===== src/rtl/h2r_pkg.sv =====
`timescale 1ns / 1ps
// ----------------------------------------------------------------------------
// h2r_pkg: shared types and constants of the HSV to RGB converter
// Field widths, hue wrap and sector constants, reciprocal constants and the
// payload structs that travel between the pipeline sections.
// ----------------------------------------------------------------------------
package h2r_pkg;

  // Port field widths.
  localparam int HUE_W  = 16;
  localparam int SAT_W  = 14;
  localparam int VAL_W  = 14;
  localparam int GAIN_W = 10;
  localparam int CH_W   = 15;

  // Gain register reset, about 1.30 in 1/256 units.
  localparam logic [GAIN_W-1:0] GAIN_RESET = 10'd333;

  // Hue wrap: a bias that is a multiple of the full turn makes the hue positive.
  localparam int HUE_FULL   = 3600;
  localparam int HUE_SECTOR = 600;
  localparam int HUE_BIAS   = 36000;
  localparam int U_W        = 17;
  localparam int H_W        = 12;
  localparam int QH_W       = 5;
  localparam int HUE_SHIFT  = 26;
  localparam logic [14:0] HUE_RECIP = 15'd18641;

  // Secondary component: product of chroma and ramp, divided by 8 then by 75.
  localparam int T_W     = 10;
  localparam int P_W     = 25;
  localparam int P8_W    = 22;
  localparam int X_DIV   = 75;
  localparam int X_SHIFT = 22;
  localparam logic [15:0] X_RECIP = 16'd55924;

  localparam logic [CH_W-1:0] CH_MAX = '1;

  // Sixty-degree hue sectors.
  typedef enum logic [2:0] {
    SEC_RED_YEL = 3'd0,
    SEC_YEL_GRN = 3'd1,
    SEC_GRN_CYN = 3'd2,
    SEC_CYN_BLU = 3'd3,
    SEC_BLU_MAG = 3'd4,
    SEC_MAG_RED = 3'd5
  } sector_t;

  // Wrapped hue, scaled value and chroma.
  typedef struct packed {
    logic [H_W-1:0]  h;
    logic [CH_W-1:0] v;
    logic [CH_W-1:0] c;
  } prep_t;

  // Sector, chroma, offset, estimated secondary and the dividend it came from.
  typedef struct packed {
    sector_t         sector;
    logic [CH_W-1:0] c;
    logic [CH_W-1:0] m;
    logic [CH_W-1:0] qx;
    logic [P8_W-1:0] p8;
  } ramp_t;

endpackage


===== src/rtl/h2r_ifs.sv =====
`timescale 1ns / 1ps
// ----------------------------------------------------------------------------
// h2r_ifs: stream channels of the HSV to RGB converter
// Valid/ready channels for the HSV input beat and the RGB result beat.
// ----------------------------------------------------------------------------
interface h2r_in_if import h2r_pkg::*; ();
  logic                    valid;
  logic                    ready;
  logic signed [HUE_W-1:0] hue_tenths;
  logic signed [SAT_W-1:0] saturation_in;
  logic signed [VAL_W-1:0] value_in;

  modport source (output valid, output hue_tenths, output saturation_in,
                  output value_in, input ready);
  modport sink   (input valid, input hue_tenths, input saturation_in,
                  input value_in, output ready);
endinterface

interface h2r_out_if import h2r_pkg::*; ();
  logic            valid;
  logic            ready;
  logic [CH_W-1:0] red;
  logic [CH_W-1:0] green;
  logic [CH_W-1:0] blue;

  modport source (output valid, output red, output green, output blue,
                  input ready);
  modport sink   (input valid, input red, input green, input blue,
                  output ready);
endinterface


===== src/rtl/hsv_to_rgb_converter.sv =====
`timescale 1ns / 1ps
// ----------------------------------------------------------------------------
// hsv_to_rgb_converter: fixed-point HSV to RGB conversion pipeline
// Wraps hue, clamps saturation, scales value by a programmable gain and
// produces red, green and blue through a six-stage pipeline.
//
//   Channel | Direction | Beat contents
//   --------+-----------+------------------------------------------------
//   in_ch   | sink      | hue_tenths, saturation_in, value_in
//   out_ch  | source    | red, green, blue
//   cfg_*   | write     | value_gain, taken whenever cfg_wr_en is high
//
// One beat is accepted per cycle while no back-pressure holds the pipeline; a
// result passes one register per stage through six stages up to and
// including the output register.
// Each stage holds its own valid bit and moves when empty or when the next
// stage takes its beat, so a stall fills bubbles and drops nothing.
// Reset clears the valid bits and loads the gain with about 1.30; there is
// no clearing pass.
// ----------------------------------------------------------------------------
module hsv_to_rgb_converter import h2r_pkg::*; #(
  parameter int FRAC_BITS = 12
) (
  input  logic              clk,
  input  logic              rst_n,
  h2r_in_if.sink            in_ch,
  h2r_out_if.source         out_ch,
  input  logic              cfg_wr_en,
  input  logic [GAIN_W-1:0] cfg_wr_data
);

  logic [GAIN_W-1:0] value_gain_r;
  logic              prep_valid, prep_ready;
  logic              ramp_valid, ramp_ready;
  prep_t             prep_data;
  ramp_t             ramp_data;

  // Gain register.
  always_ff @(posedge clk) begin
    if (!rst_n) begin
      value_gain_r <= GAIN_RESET;
    end else if (cfg_wr_en) begin
      value_gain_r <= cfg_wr_data;
    end
  end

  // Hue wrap, clamp, gain and chroma.
  h2r_prep #(
    .FRAC_BITS (FRAC_BITS)
  ) u_prep (
    .clk           (clk),
    .rst_n         (rst_n),
    .up_valid      (in_ch.valid),
    .up_ready      (in_ch.ready),
    .hue_tenths    (in_ch.hue_tenths),
    .saturation_in (in_ch.saturation_in),
    .value_in      (in_ch.value_in),
    .value_gain    (value_gain_r),
    .dn_valid      (prep_valid),
    .dn_ready      (prep_ready),
    .dn_data       (prep_data)
  );

  // Sector decode and secondary estimate.
  h2r_ramp u_ramp (
    .clk      (clk),
    .rst_n    (rst_n),
    .up_valid (prep_valid),
    .up_ready (prep_ready),
    .up_data  (prep_data),
    .dn_valid (ramp_valid),
    .dn_ready (ramp_ready),
    .dn_data  (ramp_data)
  );

  // Channel assembly and output register.
  h2r_mix u_mix (
    .clk      (clk),
    .rst_n    (rst_n),
    .up_valid (ramp_valid),
    .up_ready (ramp_ready),
    .up_data  (ramp_data),
    .out_ch   (out_ch)
  );

endmodule


===== src/rtl/h2r_prep.sv =====
`timescale 1ns / 1ps
// ----------------------------------------------------------------------------
// h2r_prep: hue wrap, saturation clamp, value gain and chroma
// Two register stages: the first multiplies hue by a reciprocal and value by
// the gain, the second finishes the hue remainder and forms the chroma.
// ----------------------------------------------------------------------------
module h2r_prep import h2r_pkg::*; #(
  parameter int FRAC_BITS = 12
) (
  input  logic                    clk,
  input  logic                    rst_n,
  input  logic                    up_valid,
  output logic                    up_ready,
  input  logic signed [HUE_W-1:0] hue_tenths,
  input  logic signed [SAT_W-1:0] saturation_in,
  input  logic signed [VAL_W-1:0] value_in,
  input  logic [GAIN_W-1:0]       value_gain,
  output logic                    dn_valid,
  input  logic                    dn_ready,
  output prep_t                   dn_data
);

  localparam int S_W  = FRAC_BITS + 1;
  localparam int ONE  = 1 << FRAC_BITS;
  localparam int CP_W = CH_W + S_W;
  localparam int VP_W = VAL_W - 1 + GAIN_W;

  logic                    vld1_r, vld2_r;
  logic                    st1_rdy, st2_rdy;
  logic [U_W-1:0]          u1_r, u1_nxt;
  logic [QH_W-1:0]         qh1_r, qh1_nxt;
  logic [S_W-1:0]          s1_r, s1_nxt;
  logic [CH_W-1:0]         v1_r, v1_nxt;
  logic [U_W+14:0]         hq_prod;
  logic [VP_W-1:0]         vg_prod;
  logic [U_W-1:0]          hue_base, hue_rem;
  logic [CP_W-1:0]         cs_prod;
  prep_t                   st2_r, st2_nxt;

  // Each stage moves when it is empty or the next one takes its beat.
  assign st2_rdy  = !vld2_r || dn_ready;
  assign st1_rdy  = !vld1_r || st2_rdy;
  assign up_ready = st1_rdy;
  assign dn_valid = vld2_r;
  assign dn_data  = st2_r;

  // Stage 1: biased hue and its quotient estimate, clamped saturation, gain.
  always_comb begin
    u1_nxt  = U_W'(int'(hue_tenths) + HUE_BIAS);
    hq_prod = u1_nxt * HUE_RECIP;
    qh1_nxt = hq_prod[HUE_SHIFT +: QH_W];
    if (saturation_in < 0) begin
      s1_nxt = '0;
    end else if (int'(saturation_in) > ONE) begin
      s1_nxt = S_W'(ONE);
    end else begin
      s1_nxt = S_W'(saturation_in[SAT_W-2:0]);
    end
    vg_prod = value_in[VAL_W-2:0] * value_gain;
    v1_nxt  = (value_in > 0) ? vg_prod[VP_W-1 -: CH_W] : '0;
  end

  // Stage 2: the estimate is at most one short, so one subtract corrects it.
  always_comb begin
    hue_base  = U_W'(qh1_r * HUE_FULL);
    hue_rem   = u1_r - hue_base;
    st2_nxt.h = (hue_rem >= U_W'(HUE_FULL)) ? H_W'(hue_rem - U_W'(HUE_FULL))
                                            : H_W'(hue_rem);
    cs_prod   = v1_r * s1_r;
    st2_nxt.v = v1_r;
    st2_nxt.c = cs_prod[FRAC_BITS +: CH_W];
  end

  // Valid bits.
  always_ff @(posedge clk) begin
    if (!rst_n) begin
      vld1_r <= 1'b0;
      vld2_r <= 1'b0;
    end else begin
      if (st1_rdy) begin
        vld1_r <= up_valid;
      end
      if (st2_rdy) begin
        vld2_r <= vld1_r;
      end
    end
  end

  // Payload registers.
  always_ff @(posedge clk) begin
    if (st1_rdy && up_valid) begin
      u1_r  <= u1_nxt;
      qh1_r <= qh1_nxt;
      s1_r  <= s1_nxt;
      v1_r  <= v1_nxt;
    end
    if (st2_rdy && vld1_r) begin
      st2_r <= st2_nxt;
    end
  end

`ifndef ASSERT_OFF
  // The corrected hue remainder always lies inside one turn.
  a_hue_wrapped: assert property (@(posedge clk) disable iff (!rst_n)
    vld2_r |-> (st2_r.h < H_W'(HUE_FULL)))
    else $error("wrapped hue out of range");

  // Chroma never exceeds the scaled value, so the offset cannot go negative.
  a_chroma_le_value: assert property (@(posedge clk) disable iff (!rst_n)
    vld2_r |-> (st2_r.c <= st2_r.v))
    else $error("chroma above value");
`endif

endmodule


===== src/rtl/h2r_ramp.sv =====
`timescale 1ns / 1ps
// ----------------------------------------------------------------------------
// h2r_ramp: sector decode and secondary component estimate
// Three register stages: sector and ramp position, chroma times ramp, and a
// reciprocal multiply that estimates the quotient by 600.
// ----------------------------------------------------------------------------
module h2r_ramp import h2r_pkg::*; (
  input  logic  clk,
  input  logic  rst_n,
  input  logic  up_valid,
  output logic  up_ready,
  input  prep_t up_data,
  output logic  dn_valid,
  input  logic  dn_ready,
  output ramp_t dn_data
);

  logic              vld3_r, vld4_r, vld5_r;
  logic              st3_rdy, st4_rdy, st5_rdy;
  sector_t           sec3_r, sec3_nxt, sec4_r;
  logic [H_W-1:0]    sec_base, ramp_pos;
  logic [T_W-1:0]    t3_r, t3_nxt;
  logic [CH_W-1:0]   c3_r, m3_r, m3_nxt, c4_r, m4_r;
  logic [P_W-1:0]    ct_prod;
  logic [P8_W-1:0]   p84_r;
  logic [P8_W+15:0]  est_prod;
  ramp_t             st5_r, st5_nxt;

  assign st5_rdy  = !vld5_r || dn_ready;
  assign st4_rdy  = !vld4_r || st5_rdy;
  assign st3_rdy  = !vld3_r || st4_rdy;
  assign up_ready = st3_rdy;
  assign dn_valid = vld5_r;
  assign dn_data  = st5_r;

  // Stage 3: find the sector; odd sectors run the ramp downward.
  always_comb begin
    if (up_data.h >= H_W'(5 * HUE_SECTOR)) begin
      sec3_nxt = SEC_MAG_RED;
      sec_base = H_W'(5 * HUE_SECTOR);
    end else if (up_data.h >= H_W'(4 * HUE_SECTOR)) begin
      sec3_nxt = SEC_BLU_MAG;
      sec_base = H_W'(4 * HUE_SECTOR);
    end else if (up_data.h >= H_W'(3 * HUE_SECTOR)) begin
      sec3_nxt = SEC_CYN_BLU;
      sec_base = H_W'(3 * HUE_SECTOR);
    end else if (up_data.h >= H_W'(2 * HUE_SECTOR)) begin
      sec3_nxt = SEC_GRN_CYN;
      sec_base = H_W'(2 * HUE_SECTOR);
    end else if (up_data.h >= H_W'(HUE_SECTOR)) begin
      sec3_nxt = SEC_YEL_GRN;
      sec_base = H_W'(HUE_SECTOR);
    end else begin
      sec3_nxt = SEC_RED_YEL;
      sec_base = '0;
    end
    ramp_pos = up_data.h - sec_base;
    t3_nxt   = sec3_nxt[0] ? (T_W'(HUE_SECTOR) - ramp_pos[T_W-1:0])
                           : ramp_pos[T_W-1:0];
    m3_nxt   = up_data.v - up_data.c;
  end

  // Stage 4: chroma times ramp position; the low three bits drop with the 8.
  assign ct_prod = c3_r * t3_r;

  // Stage 5: quotient by 75 from a reciprocal, at most one short.
  always_comb begin
    est_prod       = p84_r * X_RECIP;
    st5_nxt.sector = sec4_r;
    st5_nxt.c      = c4_r;
    st5_nxt.m      = m4_r;
    st5_nxt.qx     = est_prod[X_SHIFT +: CH_W];
    st5_nxt.p8     = p84_r;
  end

  // Valid bits.
  always_ff @(posedge clk) begin
    if (!rst_n) begin
      vld3_r <= 1'b0;
      vld4_r <= 1'b0;
      vld5_r <= 1'b0;
    end else begin
      if (st3_rdy) begin
        vld3_r <= up_valid;
      end
      if (st4_rdy) begin
        vld4_r <= vld3_r;
      end
      if (st5_rdy) begin
        vld5_r <= vld4_r;
      end
    end
  end

  // Payload registers.
  always_ff @(posedge clk) begin
    if (st3_rdy && up_valid) begin
      sec3_r <= sec3_nxt;
      t3_r   <= t3_nxt;
      c3_r   <= up_data.c;
      m3_r   <= m3_nxt;
    end
    if (st4_rdy && vld3_r) begin
      sec4_r <= sec3_r;
      c4_r   <= c3_r;
      m4_r   <= m3_r;
      p84_r  <= ct_prod[P_W-1:P_W-P8_W];
    end
    if (st5_rdy && vld4_r) begin
      st5_r <= st5_nxt;
    end
  end

`ifndef ASSERT_OFF
  // The estimate leaves a remainder below two divisors, so one step corrects.
  a_estimate_close: assert property (@(posedge clk) disable iff (!rst_n)
    vld5_r |-> ((st5_r.p8 - P8_W'(st5_r.qx * X_DIV)) < P8_W'(2 * X_DIV)))
    else $error("secondary estimate off by more than one");

  // A beat held in stage 3 while stage 4 is blocked stays there.
  a_stage3_holds: assert property (@(posedge clk) disable iff (!rst_n)
    (vld3_r && !st4_rdy) |=> (vld3_r && $stable(t3_r) && $stable(c3_r)))
    else $error("stalled beat lost in stage 3");
`endif

endmodule


===== src/rtl/h2r_mix.sv =====
`timescale 1ns / 1ps
// ----------------------------------------------------------------------------
// h2r_mix: secondary correction, channel assignment and output register
// Finishes the quotient by 600, places chroma and secondary by sector, adds
// the offset and saturates each channel into the output register.
// ----------------------------------------------------------------------------
module h2r_mix import h2r_pkg::*; (
  input  logic       clk,
  input  logic       rst_n,
  input  logic       up_valid,
  output logic       up_ready,
  input  ramp_t      up_data,
  h2r_out_if.source  out_ch
);

  logic [P8_W-1:0] x_rem;
  logic [CH_W-1:0] x_val;
  logic [CH_W-1:0] ch_r, ch_g, ch_b;
  logic [CH_W-1:0] red_r, green_r, blue_r;
  logic [CH_W-1:0] red_nxt, green_nxt, blue_nxt;
  logic            out_vld_r;

  // Adds the offset and clamps at the channel maximum.
  function automatic logic [CH_W-1:0] sat_add(input logic [CH_W-1:0] a,
                                               input logic [CH_W-1:0] b);
    logic [CH_W:0] sum;
    sum = {1'b0, a} + {1'b0, b};
    return sum[CH_W] ? CH_MAX : sum[CH_W-1:0];
  endfunction

  assign up_ready     = !out_vld_r || out_ch.ready;
  assign out_ch.valid = out_vld_r;
  assign out_ch.red   = red_r;
  assign out_ch.green = green_r;
  assign out_ch.blue  = blue_r;

  // Correct the quotient estimate by one where the remainder allows it.
  always_comb begin
    x_rem = up_data.p8 - P8_W'(up_data.qx * X_DIV);
    x_val = (x_rem >= P8_W'(X_DIV)) ? (up_data.qx + CH_W'(1)) : up_data.qx;
  end

  // Place chroma and secondary by sector.
  always_comb begin
    unique case (up_data.sector)
      SEC_RED_YEL: begin
        ch_r = up_data.c; ch_g = x_val;     ch_b = '0;
      end
      SEC_YEL_GRN: begin
        ch_r = x_val;     ch_g = up_data.c; ch_b = '0;
      end
      SEC_GRN_CYN: begin
        ch_r = '0;        ch_g = up_data.c; ch_b = x_val;
      end
      SEC_CYN_BLU: begin
        ch_r = '0;        ch_g = x_val;     ch_b = up_data.c;
      end
      SEC_BLU_MAG: begin
        ch_r = x_val;     ch_g = '0;        ch_b = up_data.c;
      end
      default: begin
        ch_r = up_data.c; ch_g = '0;        ch_b = x_val;
      end
    endcase
    red_nxt   = sat_add(ch_r, up_data.m);
    green_nxt = sat_add(ch_g, up_data.m);
    blue_nxt  = sat_add(ch_b, up_data.m);
  end

  // Output valid.
  always_ff @(posedge clk) begin
    if (!rst_n) begin
      out_vld_r <= 1'b0;
    end else if (up_ready) begin
      out_vld_r <= up_valid;
    end
  end

  // Output payload.
  always_ff @(posedge clk) begin
    if (up_ready && up_valid) begin
      red_r   <= red_nxt;
      green_r <= green_nxt;
      blue_r  <= blue_nxt;
    end
  end

`ifndef ASSERT_OFF
  // The corrected secondary component never exceeds the chroma.
  a_secondary_le_chroma: assert property (@(posedge clk) disable iff (!rst_n)
    (up_valid && up_ready) |-> (x_val <= up_data.c))
    else $error("secondary component above chroma");
`endif

endmodule


===== src/flat_wrapper.sv =====
// flat-port wrapper written by rule: the top's interface ports become plain ports
module hsv_to_rgb_converter_flat import h2r_pkg::*;
#(
  parameter int FRAC_BITS = 12
)
  (clk, rst_n, cfg_wr_en, cfg_wr_data, in_ch_valid, in_ch_hue_tenths, in_ch_saturation_in, in_ch_value_in, in_ch_ready, out_ch_valid, out_ch_red, out_ch_green, out_ch_blue, out_ch_ready);
  h2r_in_if in_ch_i ();
  h2r_out_if out_ch_i ();
  input  logic clk;
  input  logic rst_n;
  input  logic cfg_wr_en;
  input  logic [GAIN_W-1:0] cfg_wr_data;
  input wire logic [$bits(in_ch_i.valid)-1:0] in_ch_valid;
  input wire logic [$bits(in_ch_i.hue_tenths)-1:0] in_ch_hue_tenths;
  input wire logic [$bits(in_ch_i.saturation_in)-1:0] in_ch_saturation_in;
  input wire logic [$bits(in_ch_i.value_in)-1:0] in_ch_value_in;
  output wire logic [$bits(in_ch_i.ready)-1:0] in_ch_ready;
  output wire logic [$bits(out_ch_i.valid)-1:0] out_ch_valid;
  output wire logic [$bits(out_ch_i.red)-1:0] out_ch_red;
  output wire logic [$bits(out_ch_i.green)-1:0] out_ch_green;
  output wire logic [$bits(out_ch_i.blue)-1:0] out_ch_blue;
  input wire logic [$bits(out_ch_i.ready)-1:0] out_ch_ready;
  assign in_ch_i.valid = in_ch_valid;
  assign in_ch_i.hue_tenths = in_ch_hue_tenths;
  assign in_ch_i.saturation_in = in_ch_saturation_in;
  assign in_ch_i.value_in = in_ch_value_in;
  assign in_ch_ready = in_ch_i.ready;
  assign out_ch_valid = out_ch_i.valid;
  assign out_ch_red = out_ch_i.red;
  assign out_ch_green = out_ch_i.green;
  assign out_ch_blue = out_ch_i.blue;
  assign out_ch_i.ready = out_ch_ready;
  hsv_to_rgb_converter #(.FRAC_BITS(FRAC_BITS)) u_core (.clk(clk), .rst_n(rst_n), .in_ch(in_ch_i), .out_ch(out_ch_i), .cfg_wr_en(cfg_wr_en), .cfg_wr_data(cfg_wr_data));
endmodule

===== config.mk =====
export PLATFORM = sky130hd
export DESIGN_NAME = hsv_to_rgb_converter_flat
export DESIGN_NICKNAME = d
export VERILOG_FILES = /design/src/rtl/h2r_pkg.sv /design/src/rtl/h2r_ifs.sv /design/src/rtl/hsv_to_rgb_converter.sv /design/src/rtl/h2r_prep.sv /design/src/rtl/h2r_ramp.sv /design/src/rtl/h2r_mix.sv /design/src/flat_wrapper.sv
export SDC_FILE = /design/constraint.sdc
export NUM_CORES = 2
export LEC_CHECK = 0
export BUFFER_PORTS_ARGS = -buffer_cell sky130_fd_sc_hd__buf_2
export CORE_UTILIZATION = 59
export DETAILED_ROUTE_END_ITERATION = 12
export PLACE_DENSITY = 0.79
export SETUP_SLACK_MARGIN = 0.3
export SYNTH_ARGS = -nofsm -noshare
export SYNTH_HDL_FRONTEND = slang
export SYNTH_SLANG_ARGS = --single-unit

===== constraint.sdc =====
create_clock -name clk -period 7.76 [get_ports clk]
set_input_delay 0.388 -clock clk [delete_from_list [all_inputs] [get_ports clk]]
set_output_delay 0.388 -clock clk [all_outputs]
set_load 0.02 [all_outputs]

### Yosys cells after proc, flatten, opt, wreduce, memory -nomap -nowiden

Index checks and enable logic that the tools add are counted.

| word-level totals | value |
|---|---|
| output and inout port bits | 47 |
| input bits | 59 |
| register bits | 321 |
| word-level logic and storage cells | 108 |

| operators by class | value |
|---|---|
| reductions and logical operators | 27 |
| mux-type cells | 17 |
| equality and inequality tests | 4 |
| add/sub/neg operators | 11 |
| $mul | 7 |
| $lt $le $gt $ge | 10 |

Operators with widths:

| cell | number |
|---|---|
| case mux 15 bit (2 select lines) | 3 |
| 2-to-1 mux 10 bit | 6 |
| adder 15 x 15 -> 16 bit | 3 |
| multiplier 22 x 14 -> 35 bit (second input constant) | 1 |
| multiplier 17 x 15 -> 31 bit (second input constant) | 1 |
| multiplier 15 x 13 -> 27 bit | 1 |
| multiplier 15 x 10 -> 25 bit | 1 |
| >= comparator 12 x 11 -> 1 bit (second input constant) | 2 |
| >= comparator 12 bit (second input constant) | 2 |
| multiplier 13 x 10 -> 23 bit | 1 |
| >= comparator 22 x 7 -> 1 bit (second input constant) | 1 |
| multiplier 15 x 7 -> 22 bit (second input constant) | 1 |
| subtractor 22 bit | 1 |
| adder 16 x 17 -> 17 bit (second input constant) | 1 |
| >= comparator 17 x 12 -> 1 bit (second input constant) | 1 |
| subtractor 17 bit | 1 |
| OR reduction 2 bit | 8 |
| adder 15 x 1 -> 15 bit (second input constant) | 1 |
| 2-to-1 mux 15 bit | 1 |
| subtractor 15 bit | 1 |
| > comparator 14 x 1 -> 1 bit (second input constant) | 1 |
| > comparator 14 bit (second input constant) | 1 |
| < comparator 14 x 1 -> 1 bit (second input constant) | 1 |
| multiplier 5 x 8 -> 13 bit (second input constant) | 1 |
| other kinds (15) | 34 |

### Logic depth before layout (Yosys ltp)

| depth | value |
|---|---|
| word-level depth | 9 |
| gate-level depth with buffers | 34 |
| gate-level depth less buffers | 31 |

### Modules after synthesis

From an unflattened synthesis, not the netlist that was laid out.

| unflattened totals | value |
|---|---|
| cell total of the unflattened synthesis | 4,250 |
| area, all modules | 42,490.8 sq um |

Modules (own cells, without submodules):

| module | area an instance (sq um) | seq. area each (sq um) | times used | cells each |
|---|---|---|---|---|
| h2r_prep | 17,370.4 | 2,802.7 | 1 | 1,770 |
| h2r_ramp | 17,085.1 | 5,104.9 | 1 | 1,531 |
| h2r_mix | 7,669.9 | 1,371.3 | 1 | 917 |
| hsv_to_rgb_converter | 365.4 | 200.2 | 1 | 32 |

### Worst setup path after synthesis

OpenSTA, ideal clock, no wires.

| path | value |
|---|---|
| kind | register to register |
| start point | reg u_core.u_ramp.st5_r, in the netlist u_core.u_ramp.dn_data[32] |
| end point | reg u_core.u_mix.green_r[14] (netlist: u_core.u_mix.out_ch.green[14]), data pin |
| cell stages (with the launch flop) | 32 |
| period minus slack after synthesis | 7.451 ns |
| slack | 0.309 ns |
| arrival | 7.177 ns |
| cells stage by stage | edfxtp_1 > ha_1 > inv_1 > fa_1 > fa_1 > inv_1 > fa_1 > inv_1 > ha_1 > buf_2 > nand2_2 > o31ai_2 > nand3_1 > a2111oi_2 > o311ai_1 > nand4b_1 > or4_1 > buf_2 > mux2i_1 > and2_1 > or3_1 > fa_1 > nor2b_1 > o21ai_0 > a21boi_0 > o21ai_0 > a21boi_0 > o21a_1 > o2111a_1 > nor2_1 > a2111oi_0 > mux2i_1 |

| on the way | value |
|---|---|
| word-level cells in the longest chain between the ends | 6 |
| elaborated cells between the ends (all ways) | 7 |
| those cells by class | 3 x add/sub; 1 x mul; 1 x order compare; 2 x mux |

RTL lines:

| element | line | RTL |
|---|---|---|
| start, declared | h2r_ramp.sv:27 | `ramp_t st5_r, st5_nxt;` |
| start signal, assigned | h2r_ramp.sv:110 | `st5_r <= st5_nxt;` |
| multiplier 15 x 7 -> 22 bit | h2r_mix.sv:39 | `x_rem = up_data.p8 - P8_W'(up_data.qx * X_DIV);` |
| subtractor 22 bit | h2r_mix.sv:39 |  |
| >= comparator 22 x 7 -> 1 bit | h2r_mix.sv:40 | `x_val = (x_rem >= P8_W'(X_DIV)) ? (up_data.qx + CH_W'(1)) : up_data.qx;` |
| 2-to-1 mux 15 bit * | h2r_mix.sv:40 |  |
| case mux 15 bit (2 select lines) * | h2r_mix.sv:45 | `unique case (up_data.sector)` |
| adder 15 x 15 -> 16 bit * | h2r_mix.sv:27 | `sum = {1'b0, a} + {1'b0, b};` |
| end signal, assigned | h2r_mix.sv:83 | `green_r <= green_nxt;` |
| end, declared | h2r_mix.sv:19 | `logic [CH_W-1:0] red_r, green_r, blue_r;` |

Every way passes the cells marked *; elsewhere a longest branch is shown, timed or not.
A chain may end at the register's enable or synchronous reset.

### Final worst setup path

| path | value |
|---|---|
| start point | reg u_core.u_ramp.st5_r, in the netlist u_core.u_ramp.dn_data[33] |
| end point | reg u_core.u_mix.green_r[14] (netlist: u_core.u_mix.out_ch.green[14]), data pin |

The elaborated chain is that of the path after synthesis.

==> results.toml <==
[finish]
drive_gt1_share_pct = 9.81
fin_util_pct = 66.1
nNetsFinal = 5416
final_cells = 5153
multi_input_area_mm2 = 0.0292
area_delta_synth_final_pct = 10.3
diodes = 0
ff_latch_area_mm2 = 0.00948
stdcell_area_mm2 = 0.0455
fillers = 5134

[timing]
period_share_pct = 98.4
fin_skew_ns = 0.0290
rsz0062_at_grt = "true"
timing.fmax_ghz = 0.131
setup_violations = 0
fin_setup_tns_ns = 0
final.min_clock_period_ns = 7.64
finalMaxSlewViolations = 0
finalHoldViolCount = 0
maxSlewHeadroom_pct = 17.9
worstMarginPinSlew_ns = 1.23

[hold_path]
hold_class = "in -> reg"
hold_end = "u_core.value_gain_r[6]"
hold_depth = 3
min_from = "cfg_wr_data[6]"

[drt]
wl_um = 87100
drc = 0
drt_pass1_iterations = 8
vias = 29000
ant_nets = 0
via_per_inst = 5.62
dr.first_iter.drc_count = 1839
avgRoutedWirePerCell_um = 16.9

[worst_setup_path]
r2r_setup_slack_ns = 0.12
cpMostUsedCell = "inv_1"
cp.required_ns = 8.18
critPathCaptureType = "register"
critical_path_class = "reg -> reg"
r2r_cells = 31
cpPeakStageDelay_ns = 0.58
arrival_ns = 8.06
crit_buf_inv = 5
critPathTopFamily = "compound AO/OA/AOI/OAI gates"
rr_endpoint = "u_core.u_mix.out_ch.green[14]"
cp_slowest_cell = "or4_4"
regToRegStartpoint = "u_core.u_ramp.dn_data[33]"
path_max_fanout = 7
startpoint_type = "register"

[synth]
synthesis.area_mm2 = 0.0413
ys_ff_latch = 321
ys_warn_count = 0
synth_edf_count = 305
synth_top_cell_by_area = "fa_1"
synth_ff_type = "edfxtp_1"
syn_area_per_cell_um2 = 10.3
synth_top_area_share_pct = 26.6
synth_cells = 4017
synth_nets = 5241
synth_cell_types = 84
ys_async_sr_fraction_pct = 0
synthTopCellsByArea = "fa_1 (27%), edfxtp_1 (22%), ha_1 (19%)"
yosysSeqAreaShare_pct = 23.0

[global_route]
grt_start_max_net_pins = 71
grt_util_all_layers_pct = 25.2
grt_pass1_wl_um = 146000
overflow = 0
grt_pass1_vias = 30400
grt_antenna_before_repair = 0

[clocking]
cts_tree = "done"
clk_pin_slew_ns = 0.07
cts_buffers = 39
clock_latency_ns = 0.58
cts_root_buffer = "clkbuf_16"
clockBufferDepth = 3
cts.sinks = 321
holdBufCountCts = 0
htreeDepth = 2

[placed_design]
hpwlAfterDp_um = 68800
place_congestion = 0.889
place_area_mm2 = 0.0434
io_buffers = 105
placed_cells = 5054

[run]
cap_violations = 0

[floorplanning]
die-area_mm2 = 0.0711
rows = 96
core-area_mm2 = 0.0689
fp.dieW_um = 267
die_h_um = 267
io_pins = 106
start_util_pct = 59.9

[outcome]
status = "completed"
-- routing by layer --
layer	global-route usage (%)	up-vias	wire length, um
met4	8.76	0	2710
li1	-	13500	-
met2	43.9	877	43600
met5	0	-	0
met1	32.7	14400	36100
met3	2.90	187	4740
-- synth_stat cells (15+ instances only) --
master    count
a211oi_1     20
a21o_1       59
a21oi_1     122
and2_1      223
and3_1       26
clkbuf_1     95
dfxtp_1      16
edfxtp_1    305
fa_1        549
ha_1        616
inv_1       723
mux2i_1      19
nand2_1     409
nand2b_1     25
nand3_1      43
nand4_1      21
nor2_1      128
nor2b_1      40
nor3_1       47
o21a_1       25
o21ai_0     117
o21bai_1     15
xnor2_1     117
xor2_1       61
-- metrics by stage --
step           setup WS, ns  hold WS (ns)
2_1_floorplan         0.309         0.400
3_3_place_gp         -0.200         0.400
3_5_place_dp         -0.363         0.405
4_1_cts               0.296       0.00259
5_1_grt              -0.119        0.0225
6_report              0.121        0.0189
-- how the worst max path moves through the flow --
stage          slack (ns)                       endpoint  depth (start not counted)                 startpoint
4_1_cts              0.30  u_core.u_mix.out_ch.green[14]                         31  u_core.u_ramp.dn_data[29]
6_report             0.12  u_core.u_mix.out_ch.green[14]                         31  u_core.u_ramp.dn_data[33]
2_1_floorplan        0.31  u_core.u_mix.out_ch.green[14]                         31  u_core.u_ramp.dn_data[32]
3_3_place_gp        -0.20  u_core.u_mix.out_ch.green[14]                         32  u_core.u_ramp.dn_data[33]
3_5_place_dp        -0.36  u_core.u_mix.out_ch.green[14]                         32  u_core.u_ramp.dn_data[33]
5_1_grt             -0.12  u_core.u_mix.out_ch.green[14]                         33  u_core.u_ramp.dn_data[33]
-- sequential cells by signal, indices dropped and copies added (netlist names), 17 cells and up --
| name | flops |
|---|---|
| u_core.u_ramp.p84_r | 22 |
| u_core.u_prep.dn_data | 42 |
| u_core.u_prep.u1_r | 17 |
| u_core.u_ramp.dn_data | 70 |
-- cell usage in the layout (no fill, tap or decap), drive strengths merged, types with 119 or more instances in the layout --
cell,n
fa,549
a21oi,122
edfxtp,305
nor2,128
o21ai,119
buf,240
inv,726
ha,616
and2,224
nand2,411
-- cell type report --
class,instances,share of cell area (%)
clock buffers,46,2.20
multi-input cells,2866,64.1
flip-flops and latches,321,20.8
inverters,723,5.96
repair buffers,241,3.64
well taps,931,2.56
clock inverters,25,0.679
-- tightest hold or removal path, stage by stage --
cell and delay, ns:
buf_2 0.08, mux2i_1 0.05, nand2_1 0.05
-- cells by family (layout without fill, tap and decap cells) --
family	Yosys count	count (layout)	share of synthesized area, %
adders and majority gates	1165	1165	45.3
DFF	321	321	23.0
and+or+nand+nor	1013	1013	11.9
muxes	22	22	0.570
buffers and inverters	830	1035	7.64
xor gates and xnor gates	178	178	3.78
AOI/OAI and AO/OA	488	488	7.86
-- what timing repair did --
item,4_1_cts,5_1_grt
resized for setup,62,85
cloned,1,1
endpoints found under the setup margin,45,45
buffers inserted,10,16
pin swaps,38,75
Power is not shown: default switching activity piles up to over one toggle a cycle in this logic, so the estimate is an artifact.
